==> src/rtl/pmh_pkg.sv <==
`timescale 1ns / 1ps

package pmh_pkg;

	localparam int HASH_CHARS = 10;
	localparam int CHAR_CNT_W = $clog2(HASH_CHARS + 1);
	localparam int WORD_W     = 32;
	localparam int BYTE_W     = 8;
	localparam int CHAR_W     = 8;
	localparam int DIGIT_W    = 6;
	localparam int BIT_CNT_W  = $clog2(BYTE_W);

	localparam logic [WORD_W-1:0] SEED_MASK = 32'h8000_8000;

	localparam logic [8*64-1:0] CHAR_TABLE =
		"ABCDEFGHIJKLMNOPQRSTUVWXYZabcdefghijklmnopqrstuwvxuz0123456789+-";

	typedef logic [WORD_W-1:0] word_t;

	typedef struct packed {
		logic load;
		logic round;
		logic seed_en;
		logic shift_out;
		logic clear;
	} pmh_cmd_t;

	typedef struct packed {
		logic seed_zero;
	} pmh_status_t;

	// The first character of the string sits in the top byte of the vector.
	function automatic logic [CHAR_W-1:0] char_lookup(input logic [DIGIT_W-1:0] idx);
		return CHAR_TABLE[{~idx, 3'b000} +: CHAR_W];
	endfunction

endpackage

==> src/rtl/pmh_byte_if.sv <==
`timescale 1ns / 1ps

interface pmh_byte_if import pmh_pkg::*; ();
	logic              valid;
	logic              ready;
	logic [BYTE_W-1:0] pass_byte;
	logic              final_byte;

	modport source (output valid, output pass_byte, output final_byte, input ready);
	modport sink (input valid, input pass_byte, input final_byte, output ready);
endinterface

==> src/rtl/pmh_char_if.sv <==
`timescale 1ns / 1ps

interface pmh_char_if import pmh_pkg::*; ();
	logic              valid;
	logic              ready;
	logic [CHAR_W-1:0] hash_char;
	logic              final_char;

	modport source (output valid, output hash_char, output final_char, input ready);
	modport sink (input valid, input hash_char, input final_char, output ready);
endinterface

==> src/rtl/pmh_datapath.sv <==
`timescale 1ns / 1ps

module pmh_datapath import pmh_pkg::*; (
	input  logic              clk,
	input  logic              arst_n,
	input  pmh_cmd_t          cmd,
	input  logic [BYTE_W-1:0] pass_byte,
	output pmh_status_t       status,
	output logic [CHAR_W-1:0] hash_char
);

	word_t a1_q, a2_q, a4_q, b1_q, b2_q, b4_q;
	logic [BYTE_W-1:0] byte_q;

	word_t a1, a2x, b2x, a3, b3, a3n, b3n, a2n, b2n, a4n, b4n, a2f, b2f, b1n, a1n, b1;

	always_comb begin
		a1  = a1_q | ((cmd.seed_en && byte_q[0]) ? SEED_MASK : '0);
		b1  = b1_q | ((cmd.seed_en && byte_q[0]) ? SEED_MASK : '0);
		a2x = a2_q ^ a1;
		b2x = b2_q ^ b1;
		a3  = a2x ^ a1;
		b3  = b2x ^ b1;
		b3n = {a3[1:0], b3[WORD_W-1:2]};
		a3n = a3 >> 2;
		a2n = a3n ^ a2x;
		b2n = b3n ^ b2x;
		a4n = ~a4_q ^ a2n;
		b4n = (word_t'(0) - b4_q) ^ b2n;
		a2f = a4n ^ ~a2n;
		b2f = b4n ^ (word_t'(0) - b2n);
		b1n = {a1[0], b1[WORD_W-1:1]};
		a1n = a1 >> 1;
	end

	always_ff @(posedge clk or negedge arst_n) begin
		if (!arst_n) begin
			a1_q <= '0;
			a2_q <= '0;
			a4_q <= '0;
			b1_q <= '0;
			b2_q <= '0;
			b4_q <= '0;
		end else if (cmd.clear) begin
			a1_q <= '0;
			a2_q <= '0;
			a4_q <= '0;
			b1_q <= '0;
			b2_q <= '0;
			b4_q <= '0;
		end else if (cmd.round) begin
			a1_q <= a1n;
			a2_q <= a2f;
			a4_q <= a4n;
			b1_q <= b1n;
			b2_q <= b2f;
			b4_q <= b4n;
		end else if (cmd.shift_out) begin
			// The result pair moves down by one character.
			b4_q <= {a4_q[DIGIT_W-1:0], b4_q[WORD_W-1:DIGIT_W]};
			a4_q <= a4_q >> DIGIT_W;
		end
	end

	always_ff @(posedge clk) begin
		if (cmd.load) begin
			byte_q <= pass_byte;
		end else if (cmd.seed_en) begin
			byte_q <= byte_q >> 1;
		end
	end

	assign status.seed_zero = (a1_q == '0) && (b1_q == '0);
	assign hash_char        = char_lookup(b4_q[DIGIT_W-1:0]);

endmodule

==> src/rtl/pmh_ctrl.sv <==
`timescale 1ns / 1ps

module pmh_ctrl import pmh_pkg::*; (
	input  logic        clk,
	input  logic        arst_n,
	input  logic        in_valid,
	input  logic        in_final,
	output logic        in_ready,
	output logic        out_valid,
	output logic        out_final,
	input  logic        out_ready,
	input  pmh_status_t status,
	output pmh_cmd_t    cmd
);

	localparam logic [1:0] ST_IDLE  = 2'd0;
	localparam logic [1:0] ST_MIX   = 2'd1;
	localparam logic [1:0] ST_DRAIN = 2'd2;
	localparam logic [1:0] ST_EMIT  = 2'd3;

	localparam logic [BIT_CNT_W-1:0]  LAST_BIT  = BIT_CNT_W'(BYTE_W - 1);
	localparam logic [CHAR_CNT_W-1:0] LAST_CHAR = CHAR_CNT_W'(HASH_CHARS - 1);

	logic [1:0]            state_q, state_d;
	logic [BIT_CNT_W-1:0]  bit_cnt_q, bit_cnt_d;
	logic [CHAR_CNT_W-1:0] char_cnt_q, char_cnt_d;
	logic                  final_q, final_d;

	always_comb begin
		state_d    = state_q;
		bit_cnt_d  = bit_cnt_q;
		char_cnt_d = char_cnt_q;
		final_d    = final_q;
		in_ready   = 1'b0;
		out_valid  = 1'b0;
		out_final  = 1'b0;
		cmd        = '0;
		case (state_q)
			ST_IDLE: begin
				in_ready = 1'b1;
			end
			ST_MIX: begin
				cmd.round   = 1'b1;
				cmd.seed_en = 1'b1;
				if (bit_cnt_q == LAST_BIT) begin
					if (final_q) begin
						state_d = ST_DRAIN;
					end else begin
						in_ready = 1'b1;
						state_d  = ST_IDLE;
					end
				end else begin
					bit_cnt_d = bit_cnt_q + 1'b1;
				end
			end
			ST_DRAIN: begin
				if (status.seed_zero) begin
					char_cnt_d = '0;
					state_d    = ST_EMIT;
				end else begin
					cmd.round = 1'b1;
				end
			end
			ST_EMIT: begin
				out_valid = 1'b1;
				out_final = (char_cnt_q == LAST_CHAR);
				if (out_ready) begin
					if (out_final) begin
						cmd.clear = 1'b1;
						state_d   = ST_IDLE;
					end else begin
						cmd.shift_out = 1'b1;
						char_cnt_d    = char_cnt_q + 1'b1;
					end
				end
			end
			default: begin
				state_d = ST_IDLE;
			end
		endcase
		if (in_valid && in_ready) begin
			cmd.load  = 1'b1;
			final_d   = in_final;
			bit_cnt_d = '0;
			state_d   = ST_MIX;
		end
	end

	always_ff @(posedge clk or negedge arst_n) begin
		if (!arst_n) begin
			state_q    <= ST_IDLE;
			bit_cnt_q  <= '0;
			char_cnt_q <= '0;
			final_q    <= 1'b0;
		end else begin
			state_q    <= state_d;
			bit_cnt_q  <= bit_cnt_d;
			char_cnt_q <= char_cnt_d;
			final_q    <= final_d;
		end
	end

endmodule

==> src/rtl/password_mix_hash_top.sv <==
`timescale 1ns / 1ps

// Password bytes enter one transaction at a time on pass_in, each marked with
// final_byte on the last one. Every byte runs eight mixing rounds, one round
// per cycle for each bit, and the next byte is accepted in the cycle of the
// last round. After the final byte the round unit keeps running until both
// seed words are zero, and once a check finds them zero, ten hash characters
// leave on hash_out, one transaction per cycle while the sink is ready, the
// tenth carrying final_char. The mixing state is then cleared and the next
// password may start.

module password_mix_hash_top import pmh_pkg::*; (
	input  logic              clk,
	input  logic              arst_n,
	pmh_byte_if.sink          pass_in,
	pmh_char_if.source        hash_out
);

	pmh_cmd_t    cmd;
	pmh_status_t status;

	pmh_ctrl u_ctrl (
		.clk       (clk),
		.arst_n    (arst_n),
		.in_valid  (pass_in.valid),
		.in_final  (pass_in.final_byte),
		.in_ready  (pass_in.ready),
		.out_valid (hash_out.valid),
		.out_final (hash_out.final_char),
		.out_ready (hash_out.ready),
		.status    (status),
		.cmd       (cmd)
	);

	pmh_datapath u_datapath (
		.clk       (clk),
		.arst_n    (arst_n),
		.cmd       (cmd),
		.pass_byte (pass_in.pass_byte),
		.status    (status),
		.hash_char (hash_out.hash_char)
	);

endmodule
==> src/flat_wrapper.sv <==
// flat-port wrapper written by rule: the top's interface ports become plain ports
module password_mix_hash_top_flat import pmh_pkg::*;
  (clk, arst_n, pass_in_valid, pass_in_pass_byte, pass_in_final_byte, pass_in_ready, hash_out_valid, hash_out_hash_char, hash_out_final_char, hash_out_ready);
  pmh_byte_if pass_in_i ();
  pmh_char_if hash_out_i ();
  input  logic clk;
  input  logic arst_n;
  input wire logic [$bits(pass_in_i.valid)-1:0] pass_in_valid;
  input wire logic [$bits(pass_in_i.pass_byte)-1:0] pass_in_pass_byte;
  input wire logic [$bits(pass_in_i.final_byte)-1:0] pass_in_final_byte;
  output wire logic [$bits(pass_in_i.ready)-1:0] pass_in_ready;
  output wire logic [$bits(hash_out_i.valid)-1:0] hash_out_valid;
  output wire logic [$bits(hash_out_i.hash_char)-1:0] hash_out_hash_char;
  output wire logic [$bits(hash_out_i.final_char)-1:0] hash_out_final_char;
  input wire logic [$bits(hash_out_i.ready)-1:0] hash_out_ready;
  assign pass_in_i.valid = pass_in_valid;
  assign pass_in_i.pass_byte = pass_in_pass_byte;
  assign pass_in_i.final_byte = pass_in_final_byte;
  assign pass_in_ready = pass_in_i.ready;
  assign hash_out_valid = hash_out_i.valid;
  assign hash_out_hash_char = hash_out_i.hash_char;
  assign hash_out_final_char = hash_out_i.final_char;
  assign hash_out_i.ready = hash_out_ready;
  password_mix_hash_top u_core (.clk(clk), .arst_n(arst_n), .pass_in(pass_in_i), .hash_out(hash_out_i));
endmodule
==> config.mk <==
export PLATFORM = sky130hd
export DESIGN_NAME = password_mix_hash_top_flat
export DESIGN_NICKNAME = d
export VERILOG_FILES = /design/src/rtl/pmh_pkg.sv /design/src/rtl/pmh_byte_if.sv /design/src/rtl/pmh_char_if.sv /design/src/rtl/pmh_datapath.sv /design/src/rtl/pmh_ctrl.sv /design/src/rtl/password_mix_hash_top.sv /design/src/flat_wrapper.sv
export SDC_FILE = /design/constraint.sdc
export NUM_CORES = 1
export LEC_CHECK = 0
export BUFFER_PORTS_ARGS = -buffer_cell sky130_fd_sc_hd__buf_4
export CAP_MARGIN = 25
export CORE_ASPECT_RATIO = 0.9
export CORE_MARGIN = 4
export CORE_UTILIZATION = 41
export DETAILED_ROUTE_END_ITERATION = 10
export PLACE_DENSITY = 0.64
export SKIP_CTS_REPAIR_TIMING = 1
export SLEW_MARGIN = 5
export SYNTH_ARGS = -nofsm -noshare
export SYNTH_HDL_FRONTEND = slang
export SYNTH_SLANG_ARGS = --single-unit
export TNS_END_PERCENT = 30
==> constraint.sdc <==
create_clock -name clk -period 5.6 [get_ports clk]
set_input_delay 0.28 -clock clk [delete_from_list [all_inputs] [get_ports clk]]
set_output_delay 0.28 -clock clk [all_outputs]
set_load 0.1 [all_outputs]
; ---- Word-level counts from Yosys, hierarchy flattened
; Cells that the tools add are included.
; Widths: inputs -> output; s select.
[op_classes]
add_sub_neg = 4
multipliers = 0
div_mod_pow = 0
magnitude_cmp = 0
eq_ne = 13
n_shift = 1
n_mux = 44
n_bitwise = 15
n_reduce_logical = 15
[op_table]
columns = op, n
row1 = $shiftx 512x10->8 const A, 1
row2 = $mux 32, 15
row3 = $xor 32x32->32, 9
row4 = $logic_not 32->1, 2
row5 = $not 32->32, 2
row6 = $or 32x32->32, 2
row7 = $sub 1x32->32 const A, 2
row8 = $xor 30x32->32, 1
row9 = $mux 2, 8
row10 = $mux 8, 2
row11 = $mux 4, 3
row12 = $mux 1, 9
row13 = $mux 3, 3
row14 = $ne 3x3->1 const B, 3
row15 = $pmux 4 s2, 1
row16 = $reduce_bool 2->1, 4
row17 = $not 6->6, 1
row18 = $pmux 2 s3, 1
row19 = $reduce_and 5->1, 1
row20 = $add 4x1->4 const B, 1
row21 = $eq 2x2->1 const B, 2
row22 = $eq 4x4->1 const B, 1
row23 = $ne 2x1->1 const B, 2
row24 = $ne 2x2->1 const B, 2
row25 = 11 further kinds, 14
[totals]
reg_bits = 210
latch_bits = 0
ram_bits = 0
rom_bits = 0
inputBits = 13
output_inout_bits = 11
mem_count = 0

; ---- Depth between registers and ports, before layout
; Gate-level depths: netlist of run 1.
[depth]
depth_word = 12
depth_mapped = 12
ltp_nobuf = 10

; ---- Cells and area by module
; A second synthesis of run 1 with hierarchy kept.
[unflattened]
cells_unflattened = 1252
hier_area_um2 = 12752.2
[modules_own_cells]
columns = module, n_inst, cells_per_inst, area_per_inst_um2
row1 = pmh_datapath, 1, 1188, 12042.8
row2 = pmh_ctrl, 1, 64, 709.4

; ---- Worst setup path before layout of run 1
; No wires, ideal clock.
[synth_timing]
path_type = register -> output
start = register u_core.u_datapath.b4_q[4]
end = output hash_out_hash_char[3]
t_arrival_ns = 4.011
path_slack_ns = 1.309
stages_incl_launch_ff = 5
n_path_buf = 1
path_cell_list = dfrtp_1 > clkbuf_1 > nand2_1 > o21bai_1 > o21ai_0
[synth_via]
elab_chain_cells = 2
[synth_lines]
columns = element, line
row1 = start: declaration, pmh_datapath.sv:12  ; word_t a1_q, a2_q, a4_q, b1_q, b2_q, b4_q;
row2 = start signal: assignment, pmh_datapath.sv:57  ; b4_q <= b4n;
row3 = start signal: assignment, pmh_datapath.sv:60  ; b4_q <= {a4_q[DIGIT_W-1:0], b4_q[WORD_W-1:DIGIT_W]};
row4 = $not 6->6, pmh_pkg.sv:34  ; return CHAR_TABLE[{~idx, 3'b000} +: CHAR_W];
row5 = $shiftx 512x10->8, pmh_pkg.sv:34
row6 = end: declaration, flat_wrapper.sv:13  ; output wire logic [$bits(hash_out_i.hash_char)-1:0] hash_out_hash_char;
; Every way passes these cells.

; ---- Final worst setup path of run 1
[layout_timing]
start = register u_core.u_datapath.b1_q[28]
end = register u_core.u_datapath.b4_q[31]
[layout_via]
elab_chain_cells = 6
elab_cells_between_ends = 7
[layout_lines]
columns = element, line
row1 = start: declaration, pmh_datapath.sv:12
row2 = start signal: assignment, pmh_datapath.sv:55  ; b1_q <= b1n;
row3 = $logic_not 32->1 *, pmh_datapath.sv:73  ; assign status.seed_zero = (a1_q == '0) && (b1_q == '0);
row4 = $logic_and 1x1->1 *, pmh_datapath.sv:73
row5 = $mux 1 *, pmh_ctrl.sv:57  ; if (status.seed_zero) begin
row6 = $pmux 1 s2 *, pmh_ctrl.sv:38  ; case (state_q)
row7 = $mux 32, pmh_datapath.sv:51  ; end else if (cmd.round) begin
row8 = $mux 32, pmh_datapath.sv:44  ; end else if (cmd.clear) begin
; Every way passes the cells marked *; elsewhere a longest branch is shown, timed or not.
; A chain may end at the register's enable or synchronous reset.

==> results of run 1 <==
==> cell usage in the layout (no fill, tap or decap), drive strengths merged, types with 15 or more instances in the layout <==
master,Yosys,routed
nand2,312,312
dfrtp,201,201
xnor2,154,154
a21oi,125,125
o21ai,70,70
xor2,44,44
nor2,39,39
clkbuf,77,39
a22oi,31,31
buf,6,31
nand3,28,28
nor4,28,28
nor3,22,22
a22o,17,17
a32oi,17,17
inv,15,15
ha,15,15
==> cell families after synthesis <==
kind of cell    after synthesis
compound gates              304
xor+xnor                    222
simple gates                483
buf+inv                      98
mux                           5
other cells                   1
flops                       209
fa+ha+maj                    15
==> flip-flops by register name (all words and copies together) (netlist names) <==
signal / cells
u_core.u_ctrl.bit_cnt_q: 3
u_core.u_ctrl.char_cnt_q: 4
u_core.u_ctrl.final_q: 1
u_core.u_ctrl.state_q: 2
u_core.u_datapath.a1_q: 31
u_core.u_datapath.a2_q: 32
u_core.u_datapath.a4_q: 32
u_core.u_datapath.b1_q: 32
u_core.u_datapath.b2_q: 32
u_core.u_datapath.b4_q: 32
u_core.u_datapath.byte_q: 8
==> worst min-delay path by stage <==
stage                         startpoint                           to  slack [ps]
finish              pass_in_pass_byte[6]  u_core.u_datapath.byte_q[6]          20
global route        pass_in_pass_byte[6]  u_core.u_datapath.byte_q[6]          10
CTS                               arst_n   u_core.u_datapath.b2_q[10]        -100
detailed placement                arst_n   u_core.u_datapath.a2_q[13]         440
global placement                  arst_n   u_core.u_datapath.a2_q[13]         450
floorplan                         arst_n   u_core.u_ctrl.bit_cnt_q[0]         -20
==> worst max-delay path: cells and delay by family (launching register included) <==
family | cells | cell delay (ps)
AOI/OAI and AO/OA | 4 | 1370
buffers and inverters | 1 | 520
DFF | 1 | 430
and+or+nand+nor | 3 | 1590
==> area by class of cell <==
cell class / instances / area (µm²)
clock buffers: 38 / 714
clock inverters: 4 / 48.8
fillers: 2790 / 15600
inverters: 15 / 56.3
multi-input cells: 1030 / 6580
flip-flops and latches: 209 / 5270
well taps: 396 / 495
repair buffers: 34 / 304
==> routing by layer <==
| metal | vias to the layer above | wire length (µm) |
|---|---|---|
| li1 | 4594 | - |
| met2 | 240 | 13100 |
| met5 | - | 0 |
| met3 | 36 | 1710 |
| met4 | 0 | 479 |
| met1 | 4712 | 15100 |
==> through the flow <==
step / utilization (%) / hold WS (ps) / instances
after floorplan: - / -15.6 / 1337
after detailed placement: 43.6 / 443 / 1682
after global routing: 46.3 / 13.6 / 1726
after global placement: 43.6 / 450 / 1682
final: 46.3 / 18.4 / 1726
after CTS: 46.2 / -97.9 / 1724
==> flow_metrics.env, run 1 <==
export IMPL_synth_top_family_by_area="XOR/XNOR gates"
export IMPL_finalWorstSetupSlack_ps=1580
export IMPL_tns_ps=0
export IMPL_cts_num_sinks=209
export IMPL_root_buffer="clkbuf_16"
export IMPL_grt_usage_pct=18.5
export IMPL_async_flop_share_pct=96.2
export IMPL_cp_start_kind="register"
export IMPL_synth_common_cells="312 x nand2_1, 201 x dfrtp_1, 154 x xnor2_1"
export IMPL_avgViaCountPerCell=5.55
export IMPL_drtIter0Drc=766
export IMPL_synthMuxAreaShare_pct=0.411
export IMPL_fin_area_mm2=0.0135
export IMPL_die_y_um=172
export IMPL_use_met3_pct=3.33
export IMPL_h_tree_depth=1
export IMPL_outcome="completed"
export IMPL_dp_hpwl_um=19500
export IMPL_yosysSeqAreaShare_pct=43.3
export IMPL_setup_viol=0
export IMPL_relSlewSlack_pct=35.4
export IMPL_syn_to_final_growth_pct=10.6
export IMPL_r2r_end="u_core.u_datapath.b4_q[31]"
export IMPL_syn_inst=1337
export IMPL_numPortBuffers=22
export IMPL_post_drt_wl_per_cell_um=17.6
export IMPL_use_met1_pct=28.6
export IMPL_syn_num_nets=1365
export IMPL_critPathKind="register to register"
export IMPL_r2r_start="u_core.u_datapath.b1_q[28]"
export IMPL_cp_end_kind="register"
export IMPL_die_w_um=190
export IMPL_yosys_area_top_type="dfrtp_1"
export IMPL_drv_slew=0
export IMPL_vias=9582
export IMPL_worstHoldPathType="input port to register"
export IMPL_synth_area_mm2=0.0122
export IMPL_grt_max_degree=160
export IMPL_crit_arrival_ps=4430
export IMPL_coreArea_mm2=0.0291
export IMPL_reg2reg_slack_ps=1580
export IMPL_synth_top_area_share_pct=41.3
export IMPL_grt_pass1_vias=9179
export IMPL_ys_warn_count=0
export IMPL_die_area_mm2=0.0325
export IMPL_pre_cts_slack_ps=1640
export IMPL_worst_pin_slew_ps=968
export IMPL_cp_startpoint="u_core.u_datapath.b1_q[28]"
export IMPL_reg2reg_depth=8
export IMPL_dr_pass1_iters=5
export IMPL_critPathMaxFanout=35
export IMPL_met2_usage_pct=27.4
export IMPL_finalNetCount=1342
export IMPL_synthSimpleGateAreaFrac_pct=17.6
export IMPL_synth_edff_count=8
export IMPL_period_share_pct=71.8
export IMPL_yosysUniqueCellTypes=59
export IMPL_rows=59
export IMPL_fmaxAchievable_ghz=0.249
export IMPL_diodes=0
export IMPL_synth_ff_type="dfrtp_1"
export IMPL_synth_top_cells_by_area="dfrtp_1 41%, xnor2_1 11%, nand2_1 9.6%"
export IMPL_fin_skew_ps=20.8
export IMPL_place_area_mm2=0.0127
export IMPL_drc=0
export IMPL_synth_compound_area_share_pct=15.2
export IMPL_rsz0062_at_grt="no"
export IMPL_crit_path_end="u_core.u_datapath.b4_q[31]"
export IMPL_gp_congestion=0.878
export IMPL_avgSynthCellArea_um2=9.11
export IMPL_antenna_found_initial=0
export IMPL_antenna_left=0
export IMPL_gr_total_overflow=0
export IMPL_busiest_layer="met1"
export IMPL_cts_tree="done"
export IMPL_boundaryPins=24
export IMPL_worstHoldPathCells=3
export IMPL_path_cells="nor4_1 -> nand4_1 -> nor4_1 -> a21oi_4 -> a21oi_4 -> buf_4 -> a32oi_1 -> o31ai_1"
export IMPL_required_ps=6000
export IMPL_yosys_cell_count_top_type="nand2_1"
export IMPL_ys_ff_latch=209
export IMPL_drive_above_1_share_pct=6.17
export IMPL_insertion_delay_ps=520
export IMPL_synth_adder_area_share_pct=1.54
export IMPL_finalHoldViolCount=0
export IMPL_critPathSlowestCell="a21oi_4"
export IMPL_cts_made_buffers=24
export IMPL_grt_pass1_wl_um=50000
export IMPL_initial_core_util_pct=41.9
export IMPL_clk_pin_slew_ps=60
export IMPL_fin_crit_ps=4020
export IMPL_slowest_delay_ps=790
export IMPL_drv_cap=0
export IMPL_synth_xor_xnor_area_share_pct=18.8
export IMPL_drt_total_wl_um=30400
export IMPL_max_clock_path_buffers=3
Power of run 1 is not shown: default switching activity piles up to over one toggle a cycle in this logic, so the estimate is an artifact.
==> run 2, diff against run 1 <==
PLACE_DENSITY = 0.66   (was 0.64)
clock period = 3.7 ns   (was 5.6 ns; I/O delays follow)
==> flow_metrics.env, run 2 (synthesis gave the netlist of run 1 again) <==
export IMPL_outcome="completed"
export IMPL_antenna_left=0
export IMPL_rows=59
export IMPL_reg2reg_depth=9
export IMPL_required_ps=4070
export IMPL_setup_viol=0
export IMPL_post_drt_wl_per_cell_um=17.3
export IMPL_grt_pass1_wl_um=50400
export IMPL_die_y_um=172
export IMPL_fin_skew_ps=12.1
export IMPL_relSlewSlack_pct=46.2
export IMPL_numPortBuffers=22
export IMPL_final_cell_mix="312 x nand2_1, 201 x dfrtp_1, 154 x xnor2_1, 123 x a21oi_1, 69 x o21ai_0"
export IMPL_clk_pin_slew_ps=60
export IMPL_path_cells="inv_1 -> ha_1 -> or4b_1 -> or4_1 -> nor4_1 -> xnor2_1 -> or3_1 -> nand3_1 -> a21oi_1"
export IMPL_grt_pass1_vias=9348
export IMPL_worstPathBufferInverterCount=1
export IMPL_fin_crit_ps=3200
export IMPL_crit_family="simple AND/OR/NAND/NOR gates"
export IMPL_drc=0
export IMPL_die_w_um=190
export IMPL_vias=9736
export IMPL_drtIter0Drc=897
export IMPL_critPathSlowestCell="or4_1"
export IMPL_r2r_start="u_core.u_datapath.b4_q[0]"
export IMPL_cp_end_kind="register"
export IMPL_avgViaCountPerCell=5.56
export IMPL_initial_core_util_pct=41.9
export IMPL_finalNetCount=1365
export IMPL_grt_max_degree=94
export IMPL_boundaryPins=24
export IMPL_min_from="pass_in_valid"
export IMPL_dr_pass1_iters=5
export IMPL_worstHoldPathType="input port to register"
export IMPL_pre_cts_slack_ps=526
export IMPL_drive_above_1_share_pct=7.31
export IMPL_antenna_found_initial=0
export IMPL_insertion_delay_ps=520
export IMPL_slowest_delay_ps=650
export IMPL_syn_to_final_growth_pct=12.5
export IMPL_dp_hpwl_um=19700
export IMPL_root_buffer="clkbuf_16"
export IMPL_r2r_end="u_core.u_datapath.b2_q[22]"
export IMPL_cts_tree="done"
export IMPL_critPathKind="register to register"
export IMPL_gr_total_overflow=0
export IMPL_rsz0062_at_grt="no"
export IMPL_crit_arrival_ps=3570
export IMPL_critPathMaxFanout=12
export IMPL_gp_congestion=0.897
export IMPL_coreArea_mm2=0.0291
export IMPL_reg2reg_slack_ps=500
export IMPL_worstHoldPathCells=3
export IMPL_fmaxAchievable_ghz=0.313
export IMPL_diodes=0
export IMPL_final_core_util_pct=47.1
export IMPL_cts_made_buffers=24
export IMPL_fin_area_mm2=0.0137
export IMPL_max_clock_path_buffers=3
export IMPL_layout_cells_most_common="nand2_1"
export IMPL_cp_start_kind="register"
export IMPL_cts_num_sinks=209
export IMPL_h_tree_depth=1
export IMPL_place_area_mm2=0.0128
export IMPL_drv_cap=0
export IMPL_finalWorstSetupSlack_ps=502
export IMPL_period_share_pct=86.4
export IMPL_die_area_mm2=0.0325
export IMPL_drt_total_wl_um=30200
export IMPL_drv_slew=0
export IMPL_finalHoldViolCount=0
export IMPL_hold_end="u_core.u_ctrl.state_q[0]"
export IMPL_grt_usage_pct=18.5
export IMPL_worst_pin_slew_ps=807
run 2: stage by stage:
| stage | hold slack, ps | setup TNS [ps] | cells |
|---|---|---|---|
| finish | 58.4 | 0 | 1750 |
| global route | 117 | 0 | 1750 |
| CTS | -301 | 0 | 1739 |
| detailed placement | 243 | 0 | 1696 |
| global placement | 248 | 0 | 1696 |
| floorplan | -111 | -992 | 1337 |
run 2: layer usage:
layer | vias up | GRT usage, % | share of wire, %
met5 | - | 0 | 0
met3 | 39 | 2.56 | 5.7
met1 | 4804 | 28.5 | 49
li1 | 4635 | - | -
met4 | 0 | 3.93 | 1.8
met2 | 258 | 27.9 | 44
run 2: worst max-delay path by stage:
| stage | start | to | slack [ps] | depth (start not counted) |
|---|---|---|---|---|
| 2_1_floorplan | u_core.u_datapath.b4_q[4] | hash_out_hash_char[3] | -500 | 4 |
| 3_3_place_gp | u_core.u_datapath.b4_q[0] | u_core.u_datapath.b2_q[22] | 630 | 9 |
| 3_5_place_dp | u_core.u_datapath.b4_q[0] | u_core.u_datapath.b2_q[22] | 530 | 9 |
| 4_1_cts | u_core.u_datapath.b4_q[0] | u_core.u_datapath.b2_q[22] | 510 | 9 |
| 5_1_grt | u_core.u_datapath.b4_q[0] | u_core.u_datapath.b2_q[22] | 270 | 9 |
| 6_report | u_core.u_datapath.b4_q[0] | u_core.u_datapath.b2_q[22] | 500 | 9 |
run 2: cell type report:
cell class	count	area, µm²
clock buffer	32	702
clock inverter	11	76.3
fill	2811	15400
inverter	15	56.3
multi-input combinational	1030	6580
sequential	209	5270
tap	396	495
timing repair buffer	57	524
run 2: worst min-delay path, cell delays in order:
cell and delay (ps):
buf_4 90, nand2_1 170, nand2_1 100
Power of run 2 is left out for the same reason.
